**config.mk**
```make
export PLATFORM = sky130hd
export DESIGN_NAME = k_way_record_merge_core
export DESIGN_NICKNAME = d
export VERILOG_FILES = /design/src/rtl/kwrm_pkg.sv /design/src/rtl/k_way_record_merge_core.sv /design/src/rtl/kwrm_head_mem.sv /design/src/rtl/kwrm_min_scan.sv
export SDC_FILE = /design/constraint.sdc
export NUM_CORES = 1
export LEC_CHECK = 0
export BUFFER_PORTS_ARGS = -buffer_cell sky130_fd_sc_hd__buf_2
export CAP_MARGIN = 40
export CORE_ASPECT_RATIO = 0.8
export CORE_UTILIZATION = 40
export DETAILED_ROUTE_END_ITERATION = 16
export HOLD_SLACK_MARGIN = 0.05
export PLACE_DENSITY = 0.57
export REMOVE_ABC_BUFFERS = 1
export SLEW_MARGIN = 5
export SYNTH_ARGS = -nofsm -noshare
export SYNTH_HDL_FRONTEND = slang
export SYNTH_SLANG_ARGS = --single-unit
export TNS_END_PERCENT = 50
```
**constraint.sdc**
```tcl
create_clock -name clk -period 14.1 [get_ports clk]
set_clock_uncertainty 0.1 [all_clocks]
set_input_delay 2.115 -clock clk [delete_from_list [all_inputs] [get_ports clk]]
set_output_delay 2.115 -clock clk [all_outputs]
set_load 0.005 [all_outputs]
```
**src/rtl/kwrm_pkg.sv**
```systemverilog
// ----------------------------------------------------------------------------
// kwrm_pkg
// Types and codes shared by the k-way record merge core.
// ----------------------------------------------------------------------------
package kwrm_pkg;

    localparam logic FUNC_RECORD = 1'b0;
    localparam logic FUNC_DONE   = 1'b1;

    localparam logic [1:0] ADDR_LISTS_IN_USE = 2'd0;

    typedef struct packed {
        logic        func;
        logic [2:0]  list_index;
        logic [31:0] rec_id;
        logic [11:0] rec_year;
        logic [15:0] university_rank;
        logic [15:0] batch_rank;
    } kwrm_request_t;

    typedef struct packed {
        logic [31:0] out_rec_id;
        logic [11:0] out_rec_year;
        logic [15:0] out_university_rank;
        logic [15:0] out_batch_rank;
        logic [2:0]  refill_list;
        logic        merge_last;
    } kwrm_result_t;

    typedef struct packed {
        logic [11:0] rec_year;
        logic [15:0] university_rank;
        logic [15:0] batch_rank;
    } kwrm_key_t;

    typedef struct packed {
        logic [31:0] rec_id;
        kwrm_key_t   key;
    } kwrm_head_t;

    typedef enum logic [1:0] {
        ST_IDLE,
        ST_CHECK,
        ST_SCAN,
        ST_EMIT
    } kwrm_state_t;

endpackage

```
**src/rtl/k_way_record_merge_core.sv**
```systemverilog
// ----------------------------------------------------------------------------
// k_way_record_merge_core
// Merges up to MAX_LISTS sorted record lists into one ascending stream.
//
// A request is taken at a rising edge with start high and busy low. It either
// delivers the next record of list list_index (func = record) or marks that
// list exhausted (func = done). Once every list in use that is not exhausted
// holds a head, the least head (year, then university rank, then batch rank,
// lower list first) appears on result for one cycle with result_valid high,
// and refill_list names the list to deliver next. The receiver cannot stall.
// Sequence: a request is taken in an idle cycle. With no result due, busy
// stays high only for the check of the heads. With a result due, busy stays
// high while the core checks the heads, scans the head memory one entry a
// cycle through a single key comparator, and presents the result.
// Reset sets lists_in_use to 8 and clears all heads and exhausted marks. A
// write to lists_in_use over the APB port (byte address 0) starts a new merge.
// ----------------------------------------------------------------------------
module k_way_record_merge_core #(
    parameter int MAX_LISTS = 8
) (
    input  logic                    clk,
    input  logic                    rst_n,
    input  logic                    start,
    output logic                    busy,
    input  kwrm_pkg::kwrm_request_t request,
    output logic                    result_valid,
    output kwrm_pkg::kwrm_result_t  result,
    input  logic                    psel,
    input  logic                    penable,
    input  logic                    pwrite,
    input  logic [1:0]              paddr,
    input  logic [31:0]             pwdata,
    output logic [31:0]             prdata,
    output logic                    pready
);

    localparam int IDX_W = $clog2(MAX_LISTS);
    localparam int N_W   = $clog2(MAX_LISTS + 1);

    kwrm_pkg::kwrm_state_t state_reg;
    kwrm_pkg::kwrm_state_t state_next;
    logic [3:0]            lists_reg;
    logic [3:0]            lists_next;
    logic [MAX_LISTS-1:0]  present_reg;
    logic [MAX_LISTS-1:0]  present_next;
    logic [MAX_LISTS-1:0]  done_reg;
    logic [MAX_LISTS-1:0]  done_next;
    logic [N_W-1:0]        cnt_reg;
    logic [N_W-1:0]        cnt_next;
    logic [IDX_W-1:0]      rd_idx_reg;
    logic [IDX_W-1:0]      rd_idx_next;

    logic [N_W-1:0]        n_act;
    logic [MAX_LISTS-1:0]  active_mask;
    logic [MAX_LISTS-1:0]  sel_onehot;
    logic [MAX_LISTS-1:0]  best_onehot;
    logic                  accept;
    logic                  cfg_wr;
    logic                  in_range;
    logic                  slot_free;
    logic                  store;
    logic                  awaited;
    logic                  rd_en;
    logic                  scan_clear;
    logic                  scan_valid;
    kwrm_pkg::kwrm_head_t  wr_head;
    kwrm_pkg::kwrm_head_t  rd_head;
    kwrm_pkg::kwrm_head_t  best_head;
    logic [IDX_W-1:0]      best_idx;

    assign accept = start && !busy;
    assign cfg_wr = psel && penable && pwrite && pready
                    && (paddr == kwrm_pkg::ADDR_LISTS_IN_USE);
    assign pready = 1'b1;
    assign prdata = {28'd0, lists_reg};
    assign busy   = (state_reg != kwrm_pkg::ST_IDLE);

    always_comb
    begin
        int n;
        n = int'(lists_reg);
        if (n == 0)
        begin
            n = 1;
        end
        else if (n > MAX_LISTS)
        begin
            n = MAX_LISTS;
        end
        n_act = N_W'(n);
    end

    always_comb
    begin
        for (int i = 0; i < MAX_LISTS; i++)
        begin
            active_mask[i] = (8'(i) < 8'(n_act));
            sel_onehot[i]  = (8'(request.list_index) == 8'(i));
            best_onehot[i] = (best_idx == IDX_W'(i));
        end
    end

    assign in_range  = (8'(request.list_index) < 8'(n_act));
    assign slot_free = !(|(present_reg & sel_onehot)) && !(|(done_reg & sel_onehot));
    assign store     = accept && in_range && (request.func == kwrm_pkg::FUNC_RECORD)
                       && slot_free;
    assign awaited   = |(active_mask & ~present_reg & ~done_reg);

    assign wr_head.rec_id              = request.rec_id;
    assign wr_head.key.rec_year        = request.rec_year;
    assign wr_head.key.university_rank = request.university_rank;
    assign wr_head.key.batch_rank      = request.batch_rank;

    always_comb
    begin
        lists_next   = lists_reg;
        present_next = present_reg;
        done_next    = done_reg;
        if (cfg_wr)
        begin
            lists_next   = pwdata[3:0];
            present_next = '0;
            done_next    = '0;
        end
        else if (accept && in_range)
        begin
            if (request.func == kwrm_pkg::FUNC_DONE)
            begin
                done_next = done_reg | sel_onehot;
            end
            else if (slot_free)
            begin
                present_next = present_reg | sel_onehot;
            end
        end
        else if (state_reg == kwrm_pkg::ST_EMIT)
        begin
            present_next = present_reg & ~best_onehot;
        end
    end

    always_comb
    begin
        state_next   = state_reg;
        cnt_next     = cnt_reg;
        rd_idx_next  = rd_idx_reg;
        rd_en        = 1'b0;
        scan_clear   = 1'b0;
        scan_valid   = 1'b0;
        result_valid = 1'b0;
        case (state_reg)
            kwrm_pkg::ST_IDLE:
            begin
                if (accept)
                begin
                    state_next = kwrm_pkg::ST_CHECK;
                end
            end
            kwrm_pkg::ST_CHECK:
            begin
                if (!awaited && (|present_reg))
                begin
                    rd_en       = 1'b1;
                    scan_clear  = 1'b1;
                    rd_idx_next = '0;
                    cnt_next    = N_W'(1);
                    state_next  = kwrm_pkg::ST_SCAN;
                end
                else
                begin
                    state_next = kwrm_pkg::ST_IDLE;
                end
            end
            kwrm_pkg::ST_SCAN:
            begin
                scan_valid = present_reg[rd_idx_reg];
                if (cnt_reg < n_act)
                begin
                    rd_en       = 1'b1;
                    rd_idx_next = cnt_reg[IDX_W-1:0];
                    cnt_next    = cnt_reg + N_W'(1);
                end
                else
                begin
                    state_next = kwrm_pkg::ST_EMIT;
                end
            end
            kwrm_pkg::ST_EMIT:
            begin
                result_valid = 1'b1;
                state_next   = kwrm_pkg::ST_IDLE;
            end
            default:
            begin
                state_next = kwrm_pkg::ST_IDLE;
            end
        endcase
    end

    always_ff @(posedge clk or negedge rst_n)
    begin
        if (!rst_n)
        begin
            state_reg   <= kwrm_pkg::ST_IDLE;
            lists_reg   <= 4'd8;
            present_reg <= '0;
            done_reg    <= '0;
            cnt_reg     <= '0;
            rd_idx_reg  <= '0;
        end
        else
        begin
            state_reg   <= state_next;
            lists_reg   <= lists_next;
            present_reg <= present_next;
            done_reg    <= done_next;
            cnt_reg     <= cnt_next;
            rd_idx_reg  <= rd_idx_next;
        end
    end

    kwrm_head_mem #(
        .DEPTH (MAX_LISTS)
    ) u_head_mem (
        .clk     (clk),
        .wr_en   (store),
        .wr_addr (IDX_W'(request.list_index)),
        .wr_data (wr_head),
        .rd_en   (rd_en),
        .rd_addr (rd_idx_next),
        .rd_data (rd_head)
    );

    kwrm_min_scan #(
        .IDX_W (IDX_W)
    ) u_min_scan (
        .clk       (clk),
        .rst_n     (rst_n),
        .clear     (scan_clear),
        .valid     (scan_valid),
        .idx       (rd_idx_reg),
        .head      (rd_head),
        .best_head (best_head),
        .best_idx  (best_idx)
    );

    assign result.out_rec_id          = best_head.rec_id;
    assign result.out_rec_year        = best_head.key.rec_year;
    assign result.out_university_rank = best_head.key.university_rank;
    assign result.out_batch_rank      = best_head.key.batch_rank;
    assign result.refill_list         = 3'(best_idx);
    assign result.merge_last          = ((present_reg & ~best_onehot) == '0)
                                        && ((done_reg & active_mask) == active_mask);

endmodule

```
**src/rtl/kwrm_head_mem.sv**
```systemverilog
// ----------------------------------------------------------------------------
// kwrm_head_mem
// Head record store: one write port, one read port, registered read data.
// ----------------------------------------------------------------------------
module kwrm_head_mem #(
    parameter int DEPTH = 8
) (
    input  logic                      clk,
    input  logic                      wr_en,
    input  logic [$clog2(DEPTH)-1:0]  wr_addr,
    input  kwrm_pkg::kwrm_head_t      wr_data,
    input  logic                      rd_en,
    input  logic [$clog2(DEPTH)-1:0]  rd_addr,
    output kwrm_pkg::kwrm_head_t      rd_data
);

    kwrm_pkg::kwrm_head_t mem [DEPTH];
    kwrm_pkg::kwrm_head_t rd_data_reg;

    always_ff @(posedge clk)
    begin
        if (wr_en)
        begin
            mem[wr_addr] <= wr_data;
        end
    end

    always_ff @(posedge clk)
    begin
        if (rd_en)
        begin
            rd_data_reg <= mem[rd_addr];
        end
    end

    assign rd_data = rd_data_reg;

endmodule

```
**src/rtl/kwrm_min_scan.sv**
```systemverilog
// ----------------------------------------------------------------------------
// kwrm_min_scan
// Running minimum over the heads read one per cycle; ties keep the earlier.
// ----------------------------------------------------------------------------
module kwrm_min_scan #(
    parameter int IDX_W = 3
) (
    input  logic                  clk,
    input  logic                  rst_n,
    input  logic                  clear,
    input  logic                  valid,
    input  logic [IDX_W-1:0]      idx,
    input  kwrm_pkg::kwrm_head_t  head,
    output kwrm_pkg::kwrm_head_t  best_head,
    output logic [IDX_W-1:0]      best_idx
);

    logic                 found_reg;
    logic                 found_next;
    kwrm_pkg::kwrm_head_t best_head_reg;
    kwrm_pkg::kwrm_head_t best_head_next;
    logic [IDX_W-1:0]     best_idx_reg;
    logic [IDX_W-1:0]     best_idx_next;

    always_comb
    begin
        found_next     = found_reg;
        best_head_next = best_head_reg;
        best_idx_next  = best_idx_reg;
        if (clear)
        begin
            found_next = 1'b0;
        end
        else if (valid && (!found_reg || (head.key < best_head_reg.key)))
        begin
            found_next     = 1'b1;
            best_head_next = head;
            best_idx_next  = idx;
        end
    end

    always_ff @(posedge clk or negedge rst_n)
    begin
        if (!rst_n)
        begin
            found_reg <= 1'b0;
        end
        else
        begin
            found_reg <= found_next;
        end
    end

    always_ff @(posedge clk)
    begin
        best_head_reg <= best_head_next;
        best_idx_reg  <= best_idx_next;
    end

    assign best_head = best_head_reg;
    assign best_idx  = best_idx_reg;

endmodule

```
# ---- Word level (Yosys, flattened, before mapping)
# Memory sizes are Yosys's and may differ from the RTL's. A register that Yosys moved wholly into a read port is not among the register bits.
# Index checks and enable logic that the tools add are counted.
dict set report totals {
  mem_bits_rw 608
  register_bits 109
  elab_cells 134
  n_memories 1
  in_bits 120
  output_inout_bits 115
}
# name depth width rd rd_clocked_by_memory_dff wr line_no
set mem_list {}
lappend mem_list {u_head_mem.mem 8 76 1 1 1 kwrm_head_mem.sv:17} ;# kwrm_pkg::kwrm_head_t mem [DEPTH];
dict set report op_classes {
  mux 32
  n_reduce_logical 38
  eq_ne 24
  addsub 1
  order_cmp 13
  n_bitwise 13
}
# cell count
set op_table {}
lappend op_table {{8-bit two-way mux} 8}
lappend op_table {{8-bit AND} 6}
lappend op_table {{44-bit < comparator} 1}
lappend op_table {{8-bit OR reduction} 4}
lappend op_table {{3-bit == test (second input constant)} 8}
lappend op_table {{8-bit inverter} 3}
lappend op_table {{3-bit by 4-bit < comparator with 1-bit output (first input constant)} 4}
lappend op_table {{4-bit two-way mux} 4}
lappend op_table {{8-bit bitwise OR} 2}
lappend op_table {{3-bit by 2-bit == test with 1-bit output (second input constant)} 4}
lappend op_table {{1-bit logical AND} 11}
lappend op_table {{1-bit two-way mux} 10}
lappend op_table {{2-bit nonzero test} 5}
lappend op_table {{8-bit == test} 1}
lappend op_table {{8-bit zero test} 1}
lappend op_table {{1-bit by 4-bit < comparator with 1-bit output (first input constant)} 2}
lappend op_table {{2-bit by 4-bit < comparator with 1-bit output (first input constant)} 2}
lappend op_table {{2-bit inequality test (second input constant)} 4}
lappend op_table {{2-bit case mux with 4 select lines} 1}
lappend op_table {{4-bit case mux with 2 select lines} 1}
lappend op_table {{3-bit by 1-bit == test with 1-bit output (second input constant)} 2}
lappend op_table {{3-bit zero test} 2}
lappend op_table {{2-bit two-way mux} 3}
lappend op_table {{3-bit two-way mux} 2}
lappend op_table {{19 further kinds} 30}

# ---- Logic depth before layout (Yosys ltp)
dict set report depth {
  word_depth 13
  mapped_depth 14
  ltp_nobuf 11
}

# ---- Cells and area by module
# From an unflattened synthesis, not the netlist that was laid out.
dict set report unflattened {
  hier_cells 1486
  area_unflattened_um2 31001.0
}
# module area_each_um2 cells_per_inst seq_area_each_um2 n_inst
set modules_own_cells {}
lappend modules_own_cells {kwrm_head_mem 25125.3 967 20539.7 1}
lappend modules_own_cells {kwrm_min_scan 3492.1 238 2397.3 1}
lappend modules_own_cells {k_way_record_merge_core 2383.5 281 726.9 1}

# ---- Least setup slack after synthesis
# OpenSTA, ideal clock, no wires.
dict set report synth_path {
  path_type {register to register}
  from {reg u_min_scan.best_head_reg, in the netlist u_min_scan.best_head[13]}
  to {reg u_min_scan.best_head_reg, in the netlist u_min_scan.best_head[0], enable pin}
  stages_incl_launch_ff 10
  slack_ns -0.770
  required_ns 13.062
  t_arrival_ns 13.833
  path_buffers 0
  path_cell_list {edfxtp_1 > inv_1 > ha_1 > a21oi_1 > nor2_1 > a2111oi_0 > a21oi_1 > o221ai_1 > a31oi_1 > a2111oi_0}
}
dict set report synth_between {
  elab_chain_len 4
}
# item line_no
set synth_lines {}
lappend synth_lines {{from (decl)} kwrm_min_scan.sv:20} ;# kwrm_pkg::kwrm_head_t best_head_reg;
lappend synth_lines {{from (signal assigned)} kwrm_min_scan.sv:56} ;# best_head_reg <= best_head_next;
lappend synth_lines {{44-bit < comparator} kwrm_min_scan.sv:34} ;# else if (valid && (!found_reg || (head.key < best_head_reg.key)))
lappend synth_lines {{1-bit logical OR} kwrm_min_scan.sv:34}
lappend synth_lines {{1-bit logical AND} kwrm_min_scan.sv:34}
lappend synth_lines {{2-bit AND reduction (no line)} --}
# Every way passes these cells.
# A chain may end at the register's enable or synchronous reset.

# ---- Final worst setup path
dict set report layout_path {
  from {reg lists_reg[3]}
  to {reg u_head_mem.rd_data[45] (netlist name)}
}
dict set report layout_between {
  elab_chain_len 11
  elab_cells_between_ends 24
}
# item line_no
set layout_lines {}
lappend layout_lines {{from (decl)} k_way_record_merge_core.sv:42} ;# logic [3:0] lists_reg;
lappend layout_lines {{from (signal assigned)} k_way_record_merge_core.sv:214} ;# lists_reg <= lists_next;
lappend layout_lines {{4-bit > comparator} k_way_record_merge_core.sv:86} ;# else if (n > MAX_LISTS)
lappend layout_lines {{4-bit two-way mux} k_way_record_merge_core.sv:86}
lappend layout_lines {{4-bit two-way mux (*)} k_way_record_merge_core.sv:82} ;# if (n == 0)
lappend layout_lines {{1-bit by 4-bit < comparator with 1-bit output, or another cell as far along} k_way_record_merge_core.sv:97} ;# active_mask[i] = (8'(i) < 8'(n_act));
lappend layout_lines {{8-bit AND (2 in series)} k_way_record_merge_core.sv:107} ;# assign awaited = |(active_mask & ~present_reg & ~done_reg);
lappend layout_lines {{8-bit OR reduction} k_way_record_merge_core.sv:107}
lappend layout_lines {{1-bit zero test} k_way_record_merge_core.sv:161} ;# if (!awaited && (|present_reg))
lappend layout_lines {{1-bit logical AND} k_way_record_merge_core.sv:161}
lappend layout_lines {{3-bit two-way mux or 1-bit two-way mux (tied branches)} k_way_record_merge_core.sv:161}
lappend layout_lines {{3-bit case mux with 2 select lines or 1-bit case mux with 2 select lines (tied branches)} k_way_record_merge_core.sv:151} ;# case (state_reg)
# Mark *: on every way between the ends. The rest lies on a longest branch, timed or not.

==> summary.md <==
| Metric | Value |
|---|---|
| Port Buffers | `between 150 and 200` |
| Clock Latency Late Sink | `about 0.64 ns` |
| Post-layout util | `between 40% and 50%` |
| Vias | `about 19000` |
| Std cell rows | `92` |
| Total power | `5160 uW` |
| Setup Fix Bufs, Post-CTS | `0` |
| Global-route wire length before repair | `between 100 and 150 mm` |
| DRT iter0 DRCs | `about 1700` |
| Die ar. | `~0.082 sq mm` |
| Crit Path Category | `reg2reg` |
| Synth top area cells | `edfxtp_1, a2111oi_0, and3_1, dfrtp_1, a2111oi_1` |
| Total gr overflow | `0` |
| Fin nets | `2361` |
| Synth top area share | `70.9%` |
| Combinational Power Share | `under 10%` |
| Post-synth EDFFs | `roughly 760` |
| Most instantiated cells after synthesis | `edfxtp_1, and3_1, a2111oi_0, clkbuf_1, nor4_1` |
| Fin. Hold Viols | `0` |
| Ports | `235` |
| Die Ht | `between 200 and 300 microns` |
| Startpoint types | `register` |
| Cell taking the most area after synthesis | `edfxtp_1` |
| # DRC | `0` |
| Worst-path fanout max | `100` |
| Layout cells sized above 1 | `16.4%` |
| Clock-pin slew on the worst setup and hold paths | `about 0.060 ns` |
| Chip width | `roughly 320 microns` |
| Synth cell types | `64` |
| Post-route ant nets | `0` |
| Clk buf depth | `3` |
| Top_reg_cell synth | `edfxtp_1` |
| Post-route cell area | `0.0369 sq mm` |
| DP HPWL | `between 40 and 50 mm` |
| CTS root buf | `clkbuf_16` |
| Total Wirelength | `approximately 81 mm` |
| CTS tree | `done` |
| Initial antenna violation count | `19` |
| Routability cong. | `0.851` |
| HP Class | `reg2reg` |
| Peak supply drop | `108 uV` |
| Internal power | `~4000 uW` |
| Routed length per instance | `around 25 microns` |
| FFs w/ async S/R, synth | `about 3.8%` |
| Synth Cell Area | `~0.032 sq mm` |
| Final cycle utilization of the critical path | `approximately 40%` |
| P per Cell Area | `approximately 140 mW/mm^2` |
| Net load switching power | `approximately 1200 uW` |
| Gr usage total | `roughly a fifth` |
| Setup TNS | `0 ns` |
| Worst Tran Pin Value | `0.966 ns` |
| Critical Path AT | `slightly below 6 ns` |
| Core area | `between 0.07 and 0.08 sq mm` |
| Clock share of power | `41.0%` |
| Status | `finished clean` |
| Lkg Pwr | `approximately 0.012 uW` |
| Placement Cell Area | `0.0343 sq mm` |
| RSZ-0062 raised after global routing | `false` |
| Mean post-synth cell area | `about 16 sq um` |
| Vias/cell | `about 6` |
| Area grow syn2layout | `14.1%` |
| Max-slew headroom at the worst pin | `35.6%` |
| Min Clock Period, post-route | `5.55 ns` |
| Vias in the first global route | `approximately 19000` |
| TritonRoute pass-1 iters | `5` |
| FMAX | `180 MHz` |
| Post-cts sizing count | `0` |
| Yosys reg bits | `between 700 and 800` |
| Max reg flops | `between 600 and 700` |
| Max-slew violation count | `0` |
| Largest net degree at the start of global routing | `137` |
| Post-Syn Instances | `2059` |
| # Max-Cap Violations | `0` |
| Setup-violating endpoint count in the final report | `0` |
| Sw Ratio | `22.9%` |
| CTS Buf Count | `about 80` |
| CTS Sinks | `between 700 and 800` |
| Endpoint class of the critical path | `register` |
| Sequential area share after synthesis | `between 70% and 80%` |
| Most frequent cell after synthesis | `edfxtp_1` |
| Worst Path Required | `~14 ns` |
| Hold-fix buffers at CTS | `0` |
| Synth Warn # | `0` |
| Share of power burned in registers | `roughly 52%` |
| Starting Density | `between 40% and 50%` |
| H-tree Lvls | `3` |
[cell families after synthesis]
| group | after synthesis | synth area share (%) |
|---|---|---|
| flip-flops | 793 | 73.2 |
| AND/OR/NAND/NOR | 521 | 9.52 |
| AO/OA/AOI/OAI | 421 | 11.0 |
| buffers and inverters | 263 | 3.91 |
| adder cells (fa/ha/maj) | 55 | 2.12 |
| multiplexers | 4 | 0.209 |
| other | 2 | 0.0232 |
[per-stage QoR]
step	setup slack, ns	cells	hold slack, ns
global placement	7.15	3123	0.304
CTS	8.44	3283	0.322
floorplan	-0.770	1880	0.300
global route	7.98	3288	0.327
detailed placement	8.08	3138	0.306
finish	8.55	3294	0.322
[cells in the final DEF, fill, tap and decap left out, types with 4 or more instances in the layout]
cell type,synthesis,final
a2111oi_1,69,69
buf_12,0,7
o211ai_1,5,5
conb_1,2,29
a21o_1,6,6
clkbuf_16,0,83
nor2b_1,11,8
clkinv_2,0,15
buf_2,41,177
clkbuf_1,113,16
a31oi_1,8,8
buf_4,32,32
nor2_1,29,25
o21a_1,6,6
bufinv_16,0,7
nor4_1,80,80
clkinv_1,0,13
nor2_4,0,4
nand4_1,11,11
inv_1,54,54
nand2_1,46,46
inv_6,0,4
nand2b_1,5,5
and3_1,307,307
nand3_1,8,8
edfxtp_1,763,763
ha_1,54,54
nor3_1,6,5
diode_2,0,11
a2111oi_0,238,237
o21ai_0,25,25
dfrtp_1,29,29
a21oi_1,30,29
buf_16,0,7
a32o_1,5,5
[routing by layer]
layer | share of wire [%] | GRT usage [%]
met1 | 44 | 26.6
met2 | 47 | 30.8
met3 | 6.8 | 4.60
met4 | 2.4 | 5.74
met5 | 0.17 | 0
[final timing paths]
| kind | start | endpoint | slack, ns | cells past startpoint |
|---|---|---|---|---|
| worst min register to register | u_head_mem.rd_data[56]$_DFFE_PP_ | u_min_scan.best_head[56]$_DFFE_PP_ | 0.32 | 0 |
| max in group asynchronous | rst_n | state_reg[0]$_DFFE_PN0P_ | 11.99 | 1 |
| worst min-delay path | u_head_mem.rd_data[56]$_DFFE_PP_ | u_min_scan.best_head[56]$_DFFE_PP_ | 0.32 | 0 |
| min in group asynchronous | rst_n | done_reg[3]$_DFFE_PN0P_ | 1.43 | 1 |
| worst max register to register | lists_reg[3]$_DFFE_PN1P_ | u_head_mem.rd_data[45]$_DFFE_PP_ | 8.55 | 14 |
| worst max-delay path | lists_reg[3]$_DFFE_PN1P_ | u_head_mem.rd_data[45]$_DFFE_PP_ | 8.55 | 14 |
[cell type report]
type                            instances  area, sq um
Fill cell                            6825        42500
Sequential cell                       793        23700
Multi-Input combinational cell       1030         7610
Clock buffer                          102         2180
Timing Repair Buffer                  224         1470
Tap cell                             1034         1290
Clock inverter                         43          429
Inverter                               57          221
Antenna cell                           11         27.5
[critical path: stages (launching register included)]
cell and delay (ns):
dfstp_2 0.62, inv_2 0.12, nand2_1 0.13, ha_1 0.25, o211ai_1 0.20, nand2_1 0.16
and4_1 0.25, a221oi_4 0.18, buf_4 0.48, buf_12 0.31, buf_4 0.75, buf_4 0.84
and3_1 0.26, a2111oi_0 0.06, nor4_1 0.51
[power groups by stage]
stage / combinational (uW) / sequential, uW / clock, uW
after floorplan: 206 / 2720 / 0
after global placement: 349 / 2730 / 0
after detailed placement: 363 / 2730 / 0
after CTS: 364 / 2680 / 2160
after global routing: 399 / 2680 / 2250
final: 363 / 2680 / 2120
Power figures use the tool's default switching activity.
